`src/design/rbdt_pkg.sv`:
```
// ----------------------------------------------------------------------------
// Replica backoff delay table: package
// Payload types, register indexes, operation codes and shared constants.
// ----------------------------------------------------------------------------
package rbdt_pkg;

  // Default number of slot entries
  localparam int RBDT_MAX_SLOTS_DEF = 32;

  // Field widths
  localparam int RBDT_SLOT_W    = 5;
  localparam int RBDT_RING_W    = 6;
  localparam int RBDT_DELAY_W   = 16;
  localparam int RBDT_HASH_W    = 32;
  localparam int RBDT_SUM_W     = 21;
  localparam int RBDT_CFG_IDX_W = 2;
  localparam int RBDT_CFG_DATA_W = 16;

  // Operation codes
  typedef enum logic [1:0] {
    MODE_SUM     = 2'd0,
    MODE_SICK    = 2'd1,
    MODE_HEALTHY = 2'd2,
    MODE_PRIO    = 2'd3
  } rbdt_mode_t;

  // Configuration register indexes
  typedef enum logic [RBDT_CFG_IDX_W-1:0] {
    REG_OWN_SLOT   = 2'd0,
    REG_RING_SIZE  = 2'd1,
    REG_INIT_DELAY = 2'd2,
    REG_FLOOR      = 2'd3
  } rbdt_reg_t;

  // Input item
  typedef struct packed {
    rbdt_mode_t             mode;
    logic [RBDT_SLOT_W-1:0] slot;
    logic [RBDT_HASH_W-1:0] priority_hash;
    logic [RBDT_SLOT_W-1:0] other_slot;
  } rbdt_in_t;

  // Result item
  typedef struct packed {
    logic [RBDT_SUM_W-1:0] delay_sum;
    logic                  other_first;
    logic                  bad_index;
  } rbdt_out_t;

  // Delay store controls
  typedef struct packed {
    logic rd_en;
    logic wr_en;
    logic clr_one;
    logic clr_all;
  } rbdt_mem_ctl_t;

endpackage

```
`src/design/rbdt_mod_unit.sv`:
```
// ----------------------------------------------------------------------------
// Replica backoff delay table: modulo unit
// Restoring remainder of a 32-bit hash by the ring size, one bit a cycle.
// ----------------------------------------------------------------------------
module rbdt_mod_unit (
  input  logic                           clk,
  input  logic                           rst_n,
  input  logic                           start,
  input  logic [rbdt_pkg::RBDT_HASH_W-1:0] dividend,
  input  logic [rbdt_pkg::RBDT_RING_W-1:0] divisor,
  output logic                           done,
  output logic [rbdt_pkg::RBDT_RING_W-1:0] rem
);
  import rbdt_pkg::*;

  localparam int CNT_W = $clog2(RBDT_HASH_W);

  logic                   busy_r;
  logic                   done_r;
  logic [CNT_W-1:0]       cnt_r;
  logic [RBDT_HASH_W-1:0] quo_r;
  logic [RBDT_RING_W-1:0] div_r;
  logic [RBDT_RING_W-1:0] rem_r;
  logic [RBDT_RING_W:0]   trial;
  logic [RBDT_RING_W-1:0] rem_nxt;

  // Shift in the next dividend bit and subtract when it fits
  always_comb begin
    trial = {rem_r, quo_r[RBDT_HASH_W-1]};
    if (trial >= {1'b0, div_r}) begin
      rem_nxt = RBDT_RING_W'(trial - {1'b0, div_r});
    end else begin
      rem_nxt = RBDT_RING_W'(trial);
    end
  end

  // Control: run for one step per dividend bit
  always_ff @(posedge clk) begin
    if (!rst_n) begin
      busy_r <= 1'b0;
      done_r <= 1'b0;
      cnt_r  <= '0;
    end else begin
      done_r <= 1'b0;
      if (start) begin
        busy_r <= 1'b1;
        cnt_r  <= '0;
      end else if (busy_r) begin
        cnt_r <= cnt_r + 1'b1;
        if (cnt_r == CNT_W'(RBDT_HASH_W - 1)) begin
          busy_r <= 1'b0;
          done_r <= 1'b1;
        end
      end
    end
  end

  // Datapath: partial remainder and dividend shifter
  always_ff @(posedge clk) begin
    if (start) begin
      quo_r <= dividend;
      div_r <= divisor;
      rem_r <= '0;
    end else if (busy_r) begin
      quo_r <= {quo_r[RBDT_HASH_W-2:0], 1'b0};
      rem_r <= rem_nxt;
    end
  end

  assign done = done_r;
  assign rem  = rem_r;

endmodule

```
`src/design/rbdt_delay_mem.sv`:
```
// ----------------------------------------------------------------------------
// Replica backoff delay table: delay store
// One delay per slot with registered read; an entry without its valid bit
// reads as the current initial delay, so reloads are a clear of valid bits.
// ----------------------------------------------------------------------------
module rbdt_delay_mem #(
  parameter int MAX_SLOTS = rbdt_pkg::RBDT_MAX_SLOTS_DEF,
  parameter int IDX_W     = $clog2(MAX_SLOTS)
) (
  input  logic                             clk,
  input  logic                             rst_n,
  input  rbdt_pkg::rbdt_mem_ctl_t          ctl,
  input  logic [IDX_W-1:0]                 addr,
  input  logic [rbdt_pkg::RBDT_DELAY_W-1:0] wr_data,
  input  logic [rbdt_pkg::RBDT_DELAY_W-1:0] init_delay,
  output logic [rbdt_pkg::RBDT_DELAY_W-1:0] rd_data
);
  import rbdt_pkg::*;

  logic [RBDT_DELAY_W-1:0] delay_mem_r [MAX_SLOTS];
  logic [MAX_SLOTS-1:0]    valid_r;
  logic [MAX_SLOTS-1:0]    valid_nxt;
  logic [RBDT_DELAY_W-1:0] rd_q_r;
  logic                    rd_vld_r;

  // Update valid bits: clear all on reload, set on write, clear on single reload
  always_comb begin
    valid_nxt = valid_r;
    if (ctl.clr_all) begin
      valid_nxt = '0;
    end else begin
      if (ctl.wr_en) begin
        valid_nxt[addr] = 1'b1;
      end
      if (ctl.clr_one) begin
        valid_nxt[addr] = 1'b0;
      end
    end
  end

  always_ff @(posedge clk) begin
    if (!rst_n) begin
      valid_r <= '0;
    end else begin
      valid_r <= valid_nxt;
    end
  end

  // Write port
  always_ff @(posedge clk) begin
    if (ctl.wr_en) begin
      delay_mem_r[addr] <= wr_data;
    end
  end

  // Registered read port
  always_ff @(posedge clk) begin
    if (ctl.rd_en) begin
      rd_q_r   <= delay_mem_r[addr];
      rd_vld_r <= valid_r[addr];
    end
  end

  assign rd_data = rd_vld_r ? rd_q_r : init_delay;

endmodule

```
`src/design/replica_backoff_delay_table.sv`:
```
// ----------------------------------------------------------------------------
// Replica backoff delay table
// Per-slot wait delays on a ring of replicas, walked by a small sequencer.
// ----------------------------------------------------------------------------
// Usage:
//   Input channel (in_valid/in_stall/in_data) takes one item at a time; one
//   result leaves on the output channel (out_valid/out_stall/out_data) for
//   every item. in_stall is high from the transfer of an item until its
//   result is loaded into the output register.
//   Steps per item:
//     sum and halve: a read of the single-port delay store, then an add or
//       a write-back, for each walked slot
//     priority check: the bit-serial modulo unit, then a walk of the slots
//       without the store; single reload or flagged index: straight to result
//   The result sits in the output register while out_stall is high; the next
//   item may be taken meanwhile, and its result waits until the register frees.
//   Synchronous reset (rst_n low) restores the register defaults and marks
//   every delay entry as holding the initial delay; no clearing pass needed.
//   Configuration writes (cfg_we/cfg_index/cfg_data) are registered and
//   are expected only while the block is idle.
// ----------------------------------------------------------------------------
module replica_backoff_delay_table #(
  parameter int MAX_SLOTS = rbdt_pkg::RBDT_MAX_SLOTS_DEF
) (
  input  logic                                clk,
  input  logic                                rst_n,
  input  logic                                in_valid,
  output logic                                in_stall,
  input  rbdt_pkg::rbdt_in_t                  in_data,
  output logic                                out_valid,
  input  logic                                out_stall,
  output rbdt_pkg::rbdt_out_t                 out_data,
  input  logic                                cfg_we,
  input  logic [rbdt_pkg::RBDT_CFG_IDX_W-1:0]  cfg_index,
  input  logic [rbdt_pkg::RBDT_CFG_DATA_W-1:0] cfg_data
);
  import rbdt_pkg::*;

  localparam int IDX_W    = $clog2(MAX_SLOTS);
  localparam int SW       = (IDX_W > RBDT_RING_W) ? IDX_W : RBDT_RING_W;
  localparam int RING_CAP = (MAX_SLOTS < (1 << RBDT_RING_W)) ? MAX_SLOTS
                                                            : (1 << RBDT_RING_W) - 1;

  typedef enum logic [2:0] {
    ST_IDLE,
    ST_MOD,
    ST_READ,
    ST_EXEC,
    ST_PRIO,
    ST_DONE
  } state_t;

  // Configuration registers
  logic [RBDT_SLOT_W-1:0]  own_slot_r;
  logic [RBDT_RING_W-1:0]  ring_size_r;
  logic [RBDT_DELAY_W-1:0] init_delay_r;
  logic [RBDT_DELAY_W-1:0] floor_r;

  // Sequencer state
  state_t                  state_r,     state_nxt;
  rbdt_mode_t              mode_r,      mode_nxt;
  logic [RBDT_SLOT_W-1:0]  other_r,     other_nxt;
  logic [SW-1:0]           ptr_r,       ptr_nxt;
  logic [RBDT_SUM_W-1:0]   sum_r,       sum_nxt;
  logic                    first_r,     first_nxt;
  logic                    bad_r,       bad_nxt;
  logic                    out_valid_r, out_valid_nxt;
  rbdt_out_t               out_data_r,  out_data_nxt;

  logic [RBDT_RING_W-1:0]  ring_eff;
  logic [SW-1:0]           own_ext;
  logic [SW-1:0]           ptr_inc;
  logic [SW-1:0]           ptr_next;
  logic                    accept;
  logic                    slot_bad;
  logic                    own_bad;
  logic                    other_bad;
  logic [RBDT_DELAY_W-1:0] rd_data;
  logic [RBDT_DELAY_W-1:0] half_delay;
  logic [RBDT_DELAY_W-1:0] wr_data;
  logic [IDX_W-1:0]        mem_addr;
  rbdt_mem_ctl_t           mem_ctl;
  logic                    mod_start;
  logic                    mod_done;
  logic [RBDT_RING_W-1:0]  mod_rem;

  // Hold configuration registers
  always_ff @(posedge clk) begin
    if (!rst_n) begin
      own_slot_r   <= '0;
      ring_size_r  <= RBDT_RING_W'(1);
      init_delay_r <= RBDT_DELAY_W'(64);
      floor_r      <= RBDT_DELAY_W'(16);
    end else if (cfg_we) begin
      case (cfg_index)
        REG_OWN_SLOT:   own_slot_r   <= cfg_data[RBDT_SLOT_W-1:0];
        REG_RING_SIZE:  ring_size_r  <= cfg_data[RBDT_RING_W-1:0];
        REG_INIT_DELAY: init_delay_r <= cfg_data[RBDT_DELAY_W-1:0];
        REG_FLOOR:      floor_r      <= cfg_data[RBDT_DELAY_W-1:0];
        default: ;
      endcase
    end
  end

  // Ring size saturates at the number of entries, or at 63 if the ring field cannot hold it
  assign ring_eff = (ring_size_r > RBDT_RING_W'(RING_CAP)) ? RBDT_RING_W'(RING_CAP)
                                                            : ring_size_r;

  // Index checks against the ring size
  assign slot_bad  = RBDT_RING_W'(in_data.slot) >= ring_eff;
  assign own_bad   = RBDT_RING_W'(own_slot_r) >= ring_eff;
  assign other_bad = RBDT_RING_W'(in_data.other_slot) >= ring_eff;

  // Step the walk pointer with wrap at the ring size
  assign own_ext  = SW'(own_slot_r);
  assign ptr_inc  = ptr_r + 1'b1;
  assign ptr_next = (ptr_inc >= SW'(ring_eff)) ? '0 : ptr_inc;

  // Halve a delay, floored
  assign half_delay = {1'b0, rd_data[RBDT_DELAY_W-1:1]};
  assign wr_data    = (half_delay < floor_r) ? floor_r : half_delay;

  assign accept = in_valid && !in_stall;

  // Sequencer next state
  always_comb begin
    state_nxt     = state_r;
    mode_nxt      = mode_r;
    other_nxt     = other_r;
    ptr_nxt       = ptr_r;
    sum_nxt       = sum_r;
    first_nxt     = first_r;
    bad_nxt       = bad_r;
    out_valid_nxt = out_valid_r && out_stall;
    out_data_nxt  = out_data_r;
    mem_ctl       = '0;
    mem_ctl.clr_all = cfg_we && (cfg_index == REG_INIT_DELAY);
    mem_addr      = ptr_r[IDX_W-1:0];
    mod_start     = 1'b0;

    case (state_r)
      ST_IDLE: begin
        if (accept) begin
          mode_nxt  = in_data.mode;
          other_nxt = in_data.other_slot;
          sum_nxt   = '0;
          first_nxt = 1'b0;
          bad_nxt   = 1'b0;
          state_nxt = ST_DONE;
          case (in_data.mode)
            MODE_SUM, MODE_SICK: begin
              if (slot_bad || own_bad) begin
                bad_nxt = 1'b1;
              end else begin
                ptr_nxt   = SW'(in_data.slot);
                state_nxt = ST_READ;
              end
            end
            MODE_HEALTHY: begin
              if (slot_bad) begin
                bad_nxt = 1'b1;
              end else begin
                mem_ctl.clr_one = 1'b1;
                mem_addr        = IDX_W'(in_data.slot);
              end
            end
            MODE_PRIO: begin
              if (own_bad || other_bad) begin
                bad_nxt = 1'b1;
              end else begin
                mod_start = 1'b1;
                state_nxt = ST_MOD;
              end
            end
            default: ;
          endcase
        end
      end
      ST_MOD: begin
        if (mod_done) begin
          ptr_nxt   = SW'(mod_rem);
          state_nxt = ST_PRIO;
        end
      end
      ST_READ: begin
        if (ptr_r == own_ext) begin
          state_nxt = ST_DONE;
        end else begin
          mem_ctl.rd_en = 1'b1;
          state_nxt     = ST_EXEC;
        end
      end
      ST_EXEC: begin
        if (mode_r == MODE_SUM) begin
          sum_nxt = sum_r + RBDT_SUM_W'(rd_data);
        end else begin
          mem_ctl.wr_en = 1'b1;
        end
        ptr_nxt   = ptr_next;
        state_nxt = ST_READ;
      end
      ST_PRIO: begin
        if (ptr_r == own_ext) begin
          state_nxt = ST_DONE;
        end else if (ptr_r == SW'(other_r)) begin
          first_nxt = 1'b1;
          state_nxt = ST_DONE;
        end else begin
          ptr_nxt = ptr_next;
        end
      end
      ST_DONE: begin
        // Load the result once the output register is free or being drained
        if (!out_valid_r || !out_stall) begin
          out_data_nxt.delay_sum   = sum_r;
          out_data_nxt.other_first = first_r;
          out_data_nxt.bad_index   = bad_r;
          out_valid_nxt            = 1'b1;
          state_nxt                = ST_IDLE;
        end
      end
      default: begin
        state_nxt = ST_IDLE;
      end
    endcase
  end

  // Hold sequencer state and registered outputs
  always_ff @(posedge clk) begin
    if (!rst_n) begin
      state_r     <= ST_IDLE;
      out_valid_r <= 1'b0;
    end else begin
      state_r     <= state_nxt;
      out_valid_r <= out_valid_nxt;
    end
    mode_r     <= mode_nxt;
    other_r    <= other_nxt;
    ptr_r      <= ptr_nxt;
    sum_r      <= sum_nxt;
    first_r    <= first_nxt;
    bad_r      <= bad_nxt;
    out_data_r <= out_data_nxt;
  end

  rbdt_mod_unit u_mod (
    .clk      (clk),
    .rst_n    (rst_n),
    .start    (mod_start),
    .dividend (in_data.priority_hash),
    .divisor  (ring_eff),
    .done     (mod_done),
    .rem      (mod_rem)
  );

  rbdt_delay_mem #(
    .MAX_SLOTS (MAX_SLOTS),
    .IDX_W     (IDX_W)
  ) u_mem (
    .clk        (clk),
    .rst_n      (rst_n),
    .ctl        (mem_ctl),
    .addr       (mem_addr),
    .wr_data    (wr_data),
    .init_delay (init_delay_r),
    .rd_data    (rd_data)
  );

  assign in_stall  = (state_r != ST_IDLE);
  assign out_valid = out_valid_r;
  assign out_data  = out_data_r;

endmodule

```
`config.mk`:
```
export PLATFORM = sky130hd
export DESIGN_NAME = replica_backoff_delay_table
export DESIGN_NICKNAME = d
export VERILOG_FILES = /design/src/design/rbdt_pkg.sv /design/src/design/rbdt_mod_unit.sv /design/src/design/rbdt_delay_mem.sv /design/src/design/replica_backoff_delay_table.sv
export SDC_FILE = /design/constraint.sdc
export NUM_CORES = 1
export LEC_CHECK = 0
export ABC_AREA = 1
export BUFFER_PORTS_ARGS = -buffer_cell sky130_fd_sc_hd__buf_2
export CORE_MARGIN = 2
export CORE_UTILIZATION = 56
export DETAILED_ROUTE_END_ITERATION = 8
export PLACE_DENSITY = 0.76
export RECOVER_POWER = 25
export SLEW_MARGIN = 10
export SYNTH_ARGS = -nofsm -noshare
export SYNTH_HDL_FRONTEND = slang
export SYNTH_SLANG_ARGS = --single-unit
```
`constraint.sdc`:
```
create_clock -name clk -period 3.5 [get_ports clk]
set_input_delay 0.7 -clock clk [delete_from_list [all_inputs] [get_ports clk]]
set_output_delay 0.7 -clock clk [all_outputs]
set_load 0.01 [all_outputs]
```
Word-level counts from Yosys, hierarchy flattened
Memories as Yosys holds them, arrays and structs flattened. A register that Yosys moved wholly into a read port is not among the register bits.
Index checks and enable logic that the tools add are counted.
{"block": "totals", "reg_bits": 190, "mem_bits_rw": 512, "out_inout_bits": 25, "wordCells": 165, "mem_count": 1}
{"block": "op_classes", "addsub": 4, "magnitude_cmp": 9, "eq_ne": 24, "mux": 66, "n_bitwise": 5, "reduce_logical": 33}
{"name": "u_mem.delay_mem_r", "depth": 32, "word_bits": 16, "read_ports": 1, "rd_ports_with_merged_regs": 1, "wr": 1, "line": "rbdt_delay_mem.sv:20", "source": "logic [RBDT_DELAY_W-1:0] delay_mem_r [MAX_SLOTS];"}
{"op": "32-bit 2-to-1 mux", "count": 5}
{"op": "6-bit 2-to-1 mux", "count": 9}
{"op": "21-bit 2-to-1 mux", "count": 2}
{"op": "21-bit case mux with 2 select lines", "count": 1}
{"op": "32-bit AND", "count": 1}
{"op": "16-bit 2-to-1 mux", "count": 2}
{"op": "32-bit inverter", "count": 1}
{"op": "32-bit bitwise OR", "count": 1}
{"op": "1-bit 2-to-1 mux", "count": 28}
{"op": "3-bit 2-to-1 mux", "count": 8}
{"op": "6-bit case mux with 4 select lines", "count": 1}
{"op": "21-bit by 16-bit adder with 21-bit output", "count": 1}
{"op": "5-bit 2-to-1 mux", "count": 4}
{"op": "5-bit by 6-bit >= comparator with 1-bit output", "count": 3}
{"op": "3-bit case mux with 6 select lines", "count": 1}
{"op": "15-bit by 16-bit less-than comparator with 1-bit output", "count": 1}
{"op": "2-bit inequality test (second input constant)", "count": 7}
{"op": "6-bit by 5-bit equality test with 1-bit output", "count": 2}
{"op": "2-bit AND reduction", "count": 6}
{"op": "2-bit equality test (second input constant)", "count": 4}
{"op": "4-bit AND reduction", "count": 2}
{"op": "7-bit by 6-bit >= comparator with 1-bit output", "count": 1}
{"op": "7-bit AND reduction", "count": 1}
{"op": "6-bit by 1-bit adder with 6-bit output (second input constant)", "count": 1}
{"op": "30 further kinds", "count": 48}

Logic depth before layout (Yosys ltp)
{"block": "depth", "word_depth": 16, "mapped_depth": 22, "depth_no_buf": 19}

Hierarchy
Synthesis repeated with hierarchy kept, for this count alone.
{"block": "unflattened", "cells_unflattened": 3391, "hier_area_um2": 32323.5}
{"module": "rbdt_delay_mem", "instances": 1, "cells_per_inst": 2363, "area_each_um2": 23646.4, "seq_area_each_um2": 16525.8}
{"module": "replica_backoff_delay_table", "instances": 1, "cells_per_inst": 755, "area_each_um2": 6224.7, "seq_area_each_um2": 2712.6}
{"module": "rbdt_mod_unit", "instances": 1, "cells_per_inst": 273, "area_each_um2": 2452.4, "seq_area_each_um2": 1401.3}

Least setup slack after synthesis
OpenSTA, ideal clock, no wires.
{"block": "synth_path", "path_kind": "register to register", "startpoint": "reg u_mem.rd_vld_r", "endpoint": "mem u_mem.delay_mem_r[0][0], data pin", "t_arrival_ns": 3.376, "t_required_ns": 3.046, "setup_slack_ns": -0.330, "path_stages_with_launch": 14, "synth_period_minus_slack_ns": 3.830, "path_cell_list": "edfxtp_1 > clkbuf_1 > inv_1 > clkbuf_1 > nand2_1 > nand2_1 > ha_1 > a21oi_1 > nand3b_1 > a21oi_1 > a211oi_1 > nand2_1 > clkbuf_1 > o21ai_0"}
{"block": "synth_via", "elab_chain_cells": 3}
{"item": "from (decl)", "line": "rbdt_delay_mem.sv:24", "source": "logic rd_vld_r;"}
{"item": "from (signal assigned)", "line": "rbdt_delay_mem.sv:60", "source": "rd_vld_r <= valid_r[addr];"}
{"item": "16-bit 2-to-1 mux *", "line": "rbdt_delay_mem.sv:64", "source": "assign rd_data = rd_vld_r ? rd_q_r : init_delay;"}
{"item": "15-bit by 16-bit less-than comparator with 1-bit output", "line": "replica_backoff_delay_table.sv:121", "source": "assign wr_data = (half_delay < floor_r) ? floor_r : half_delay;"}
{"item": "16-bit 2-to-1 mux *", "line": "replica_backoff_delay_table.sv:121"}
{"item": "net u_mem.wr_data (one bit)", "line": "rbdt_delay_mem.sv:14", "source": "input logic [rbdt_pkg::RBDT_DELAY_W-1:0] wr_data,"}
{"item": "to (decl)", "line": "rbdt_delay_mem.sv:20"}
Mark *: on every way through the listed nets, which the timed path passes. The rest lies on a longest branch.

Worst setup path in the final report
{"block": "layout_path", "startpoint": "reg u_mem.rd_vld_r", "endpoint": "mem u_mem.delay_mem_r[26][3], data pin"}
Same word-level chain as after synthesis.

==> impl_results.md <==
* CTS root buf: clkbuf_16
* Non-Filler Instances at 4294
* Status: complete, but fails checks
* Clock Skew at 0.0261 ns
* Placement Rows at 87
* Post-Synthesis Cell Area at 32100 um^2
* M3 GR Usage at 5.19%
* Setup WS post-layout at 0.0889 ns
* Final period util at 97.5%
* Peak Freq at 0.293 GHz
* #FFs+latches synth at 718
* Reg clk slew, reported paths at 0.06 ns
* Hold slack at 0.290 ns
* Worst Max-Slew Pin Slew at 2.31 ns
* First-pass GRT wire length at 133000 um
* Switching share of power at 38.8%
* Final slew viol count at 33
* Port Buf Inserts at 91
* Cells after Synth at 3298
* Max Root-Sink Buffers at 3
* DR vias at 24795
* Maxcap violations at 1
* CTS Hold Bufs at 0
* Antenna violations before repair at 2
* Largest net degree at the start of global routing at 65
* Die Y at 243 um
* CTS tree: yes
* Share of cells above drive strength 1 at 10.9%
* DRT iter0 DRCs at 3074
* Commonest non-fill, non-tap cell in the layout: nand2_1
* NumNets Final at 3609
* Initial core utilization at 56.8%
* Arrival time worst endpoint at 3.88 ns
* Clock power frac at 26.2%
* YS warnings at 0
* Core area at 56500 um^2
* IO Count at 92
* Placed cell count at 4149
* Synth Net Count at 3427
* Worst-Skew Late Latency at 0.63 ns
* Worst min-delay path category: in -> reg
* Vias in the first global route at 23387
* 1st-pass router iterations at 6
* Most frequent cells in the layout: nand2_1 (1391), edfxtp_1 (626), nand3_1 (293)
* Combinational share of power at 38.0%
* Grt ovf at 0
* CP required at 3.97 ns
* Flop2flop setup slack at 0.09 ns
* DRC viols at 0
* All-Layer GR Usage at 29.2%
* Area delta synth->final at 16.1%
* Routability cong. at 0.917
* Crit path kind: reg -> reg
* P_int at 17.9 mW
* Psw at 11.4 mW
* Tmin final at 3.41 ns
* Avg Cell Area, Syn at 9.72 um^2
* Power per cell area at 786 nW/um^2
* RSZ-0062 raised after global routing: yes
* Number of diodes at 0
* Failing checks: capacitance limit, slew limit
* DIE WIDTH at 243 um
* DR WL/cell at 20.6 um
* Post-synthesis cell type count at 53
* Clock Sinks at 718
* Antenna Nets Post-Route at 0
* Setup_tns at 0 ns
* Final WL at 88600 um
* Final Hold Violating Endpoints at 0
* Dpl hpwl at 54800 um
* Final setup vio count at 0
* Synth Flop Type: edfxtp_1
* GRT busiest layer: met2
* Die Area at 59200 um^2
* Cts bufs inserted at 73
* DR vias/cell at 5.77
* Number of synthesized flops with an enable pin at 626
* Met1 usage at 40.5%
* H-tree levels at 3
* Slew margin rel. at -54.1%
* Max VDD drop at 0.472 mV
* Asr flop ratio synth at 0%
* Startpoint Class: flip-flop
* M2 GR Usage at 46.1%
* Placement Setup Slack at -0.0213 ns
* Sequential share of power at 35.8%
* Sequential fraction of the synthesis area at 64.4%
* Critical Path Sink Type: flip-flop
* Crit Path Max Fanout at 20
* Pleak at 15.5 nW
[synth_stat cells (7+ instances only)]
| cell type | count | share of area [%] |
|---|---|---|
| clkbuf_1 | 61 | 0.71 |
| edfxtp_1 | 626 | 59 |
| nor3_1 | 38 | 0.59 |
| o21ai_1 | 9 | 0.14 |
| o21ai_0 | 116 | 1.8 |
| o22ai_1 | 8 | 0.16 |
| inv_1 | 168 | 2.0 |
| nand2_1 | 1395 | 16 |
| ha_1 | 60 | 2.3 |
| a21oi_1 | 86 | 1.3 |
| xor2_1 | 11 | 0.30 |
| dfxtp_1 | 92 | 5.7 |
| buf_1 | 17 | 0.20 |
| nand4_1 | 7 | 0.14 |
| buf_4 | 7 | 0.16 |
| nand3_1 | 303 | 4.7 |
| nor2_1 | 151 | 1.8 |
| buf_2 | 73 | 1.1 |
[per-stage QoR]
stage	util, %	area [um^2]	power (mW)
2_1_floorplan	-	32100	16.9
3_3_place_gp	61.4	34700	20.8
3_5_place_dp	61.4	34700	20.9
4_1_cts	65.6	37100	28.6
5_1_grt	65.9	37300	30.5
6_report	65.9	37300	29.3
[cell families (layout without fill, tap and decap cells)]
| logic type | Yosys count | count (layout) | share of synthesized area (%) |
|---|---|---|---|
| flip-flops | 718 | 718 | 64.4 |
| XOR/XNOR | 12 | 12 | 0.328 |
| AO/OA/AOI/OAI | 258 | 258 | 4.49 |
| buffers and inverters | 334 | 573 | 4.30 |
| AND/OR/NAND/NOR | 1914 | 1915 | 24.1 |
| adder cells (fa/ha/maj) | 62 | 62 | 2.47 |
[power by group through the flow]
stage          logic, mW  clock network, mW  registers (mW)
2_1_floorplan       6.33                  0            10.6
3_3_place_gp        10.2                  0            10.6
3_5_place_dp        10.3                  0            10.6
4_1_cts             10.4               7.72            10.5
5_1_grt             12.0               8.07            10.5
6_report            11.1               7.67            10.5
[layer usage]
layer / vias up / part of all wire, % / routed length (um)
li1: 11427 / - / -
met1: 11625 / 39 / 34300
met2: 1512 / 46 / 41000
met3: 229 / 11 / 10100
met4: 2 / 3.5 / 3140
met5: - / 0.014 / 12
[area by class of cell]
class / instances / area [um^2]
clock inverter: 36 / 303
inverter: 175 / 659
multi-input combinational: 2247 / 10300
tap: 756 / 946
fill: 4217 / 19200
timing repair buffer: 265 / 2400
sequential: 718 / 20600
clock buffer: 97 / 2040
[worst paths after layout]
check,startpoint,endpoint,cells past startpoint
max reg2reg,u_mem.rd_vld_r,u_mem.delay_mem_r[26][3],11
max,u_mem.rd_vld_r,u_mem.delay_mem_r[26][3],11
min reg2reg,bad_r,out_data[0],0
min,in_data[2],other_r[2],1
[what timing repair did]
action / CTS / global route
pin swaps: 0 / 2
gates resized for setup: 1 / 33
buffers inserted: 0 / 7
setup endpoints to repair: 1 / 391
cloned: 0 / 5
[worst max-delay path: stages, from the launching register on]
cell	delay (ns)
edfxtp_1	0.48
buf_4	0.24
nand2_1	0.10
nand2_1	0.09
ha_1	0.30
a21oi_1	0.13
nand3b_1	0.12
a21oi_1	0.07
a211oi_1	0.34
nand2_1	0.32
o21ai_2	0.77
buf_12	0.26
[state kept, by name (all words and copies together) (netlist names), 2 cells and up]
| register | flops |
|---|---|
| u_mem.delay_mem_r | 512 |
| sum_r | 21 |
| ring_size_r | 6 |
| other_r | 5 |
| own_slot_r | 5 |
| u_mod.rem | 6 |
| out_data | 23 |
| floor_r | 16 |
| u_mem.rd_q_r | 16 |
| u_mem.valid_r | 32 |
| mode_r | 2 |
| ptr_r | 6 |
| u_mod.div_r | 6 |
| state_r | 3 |
| u_mod.quo_r | 32 |
| u_mod.cnt_r | 5 |
| init_delay_r | 16 |
No activity file was read; power rests on OpenSTA's default activity.
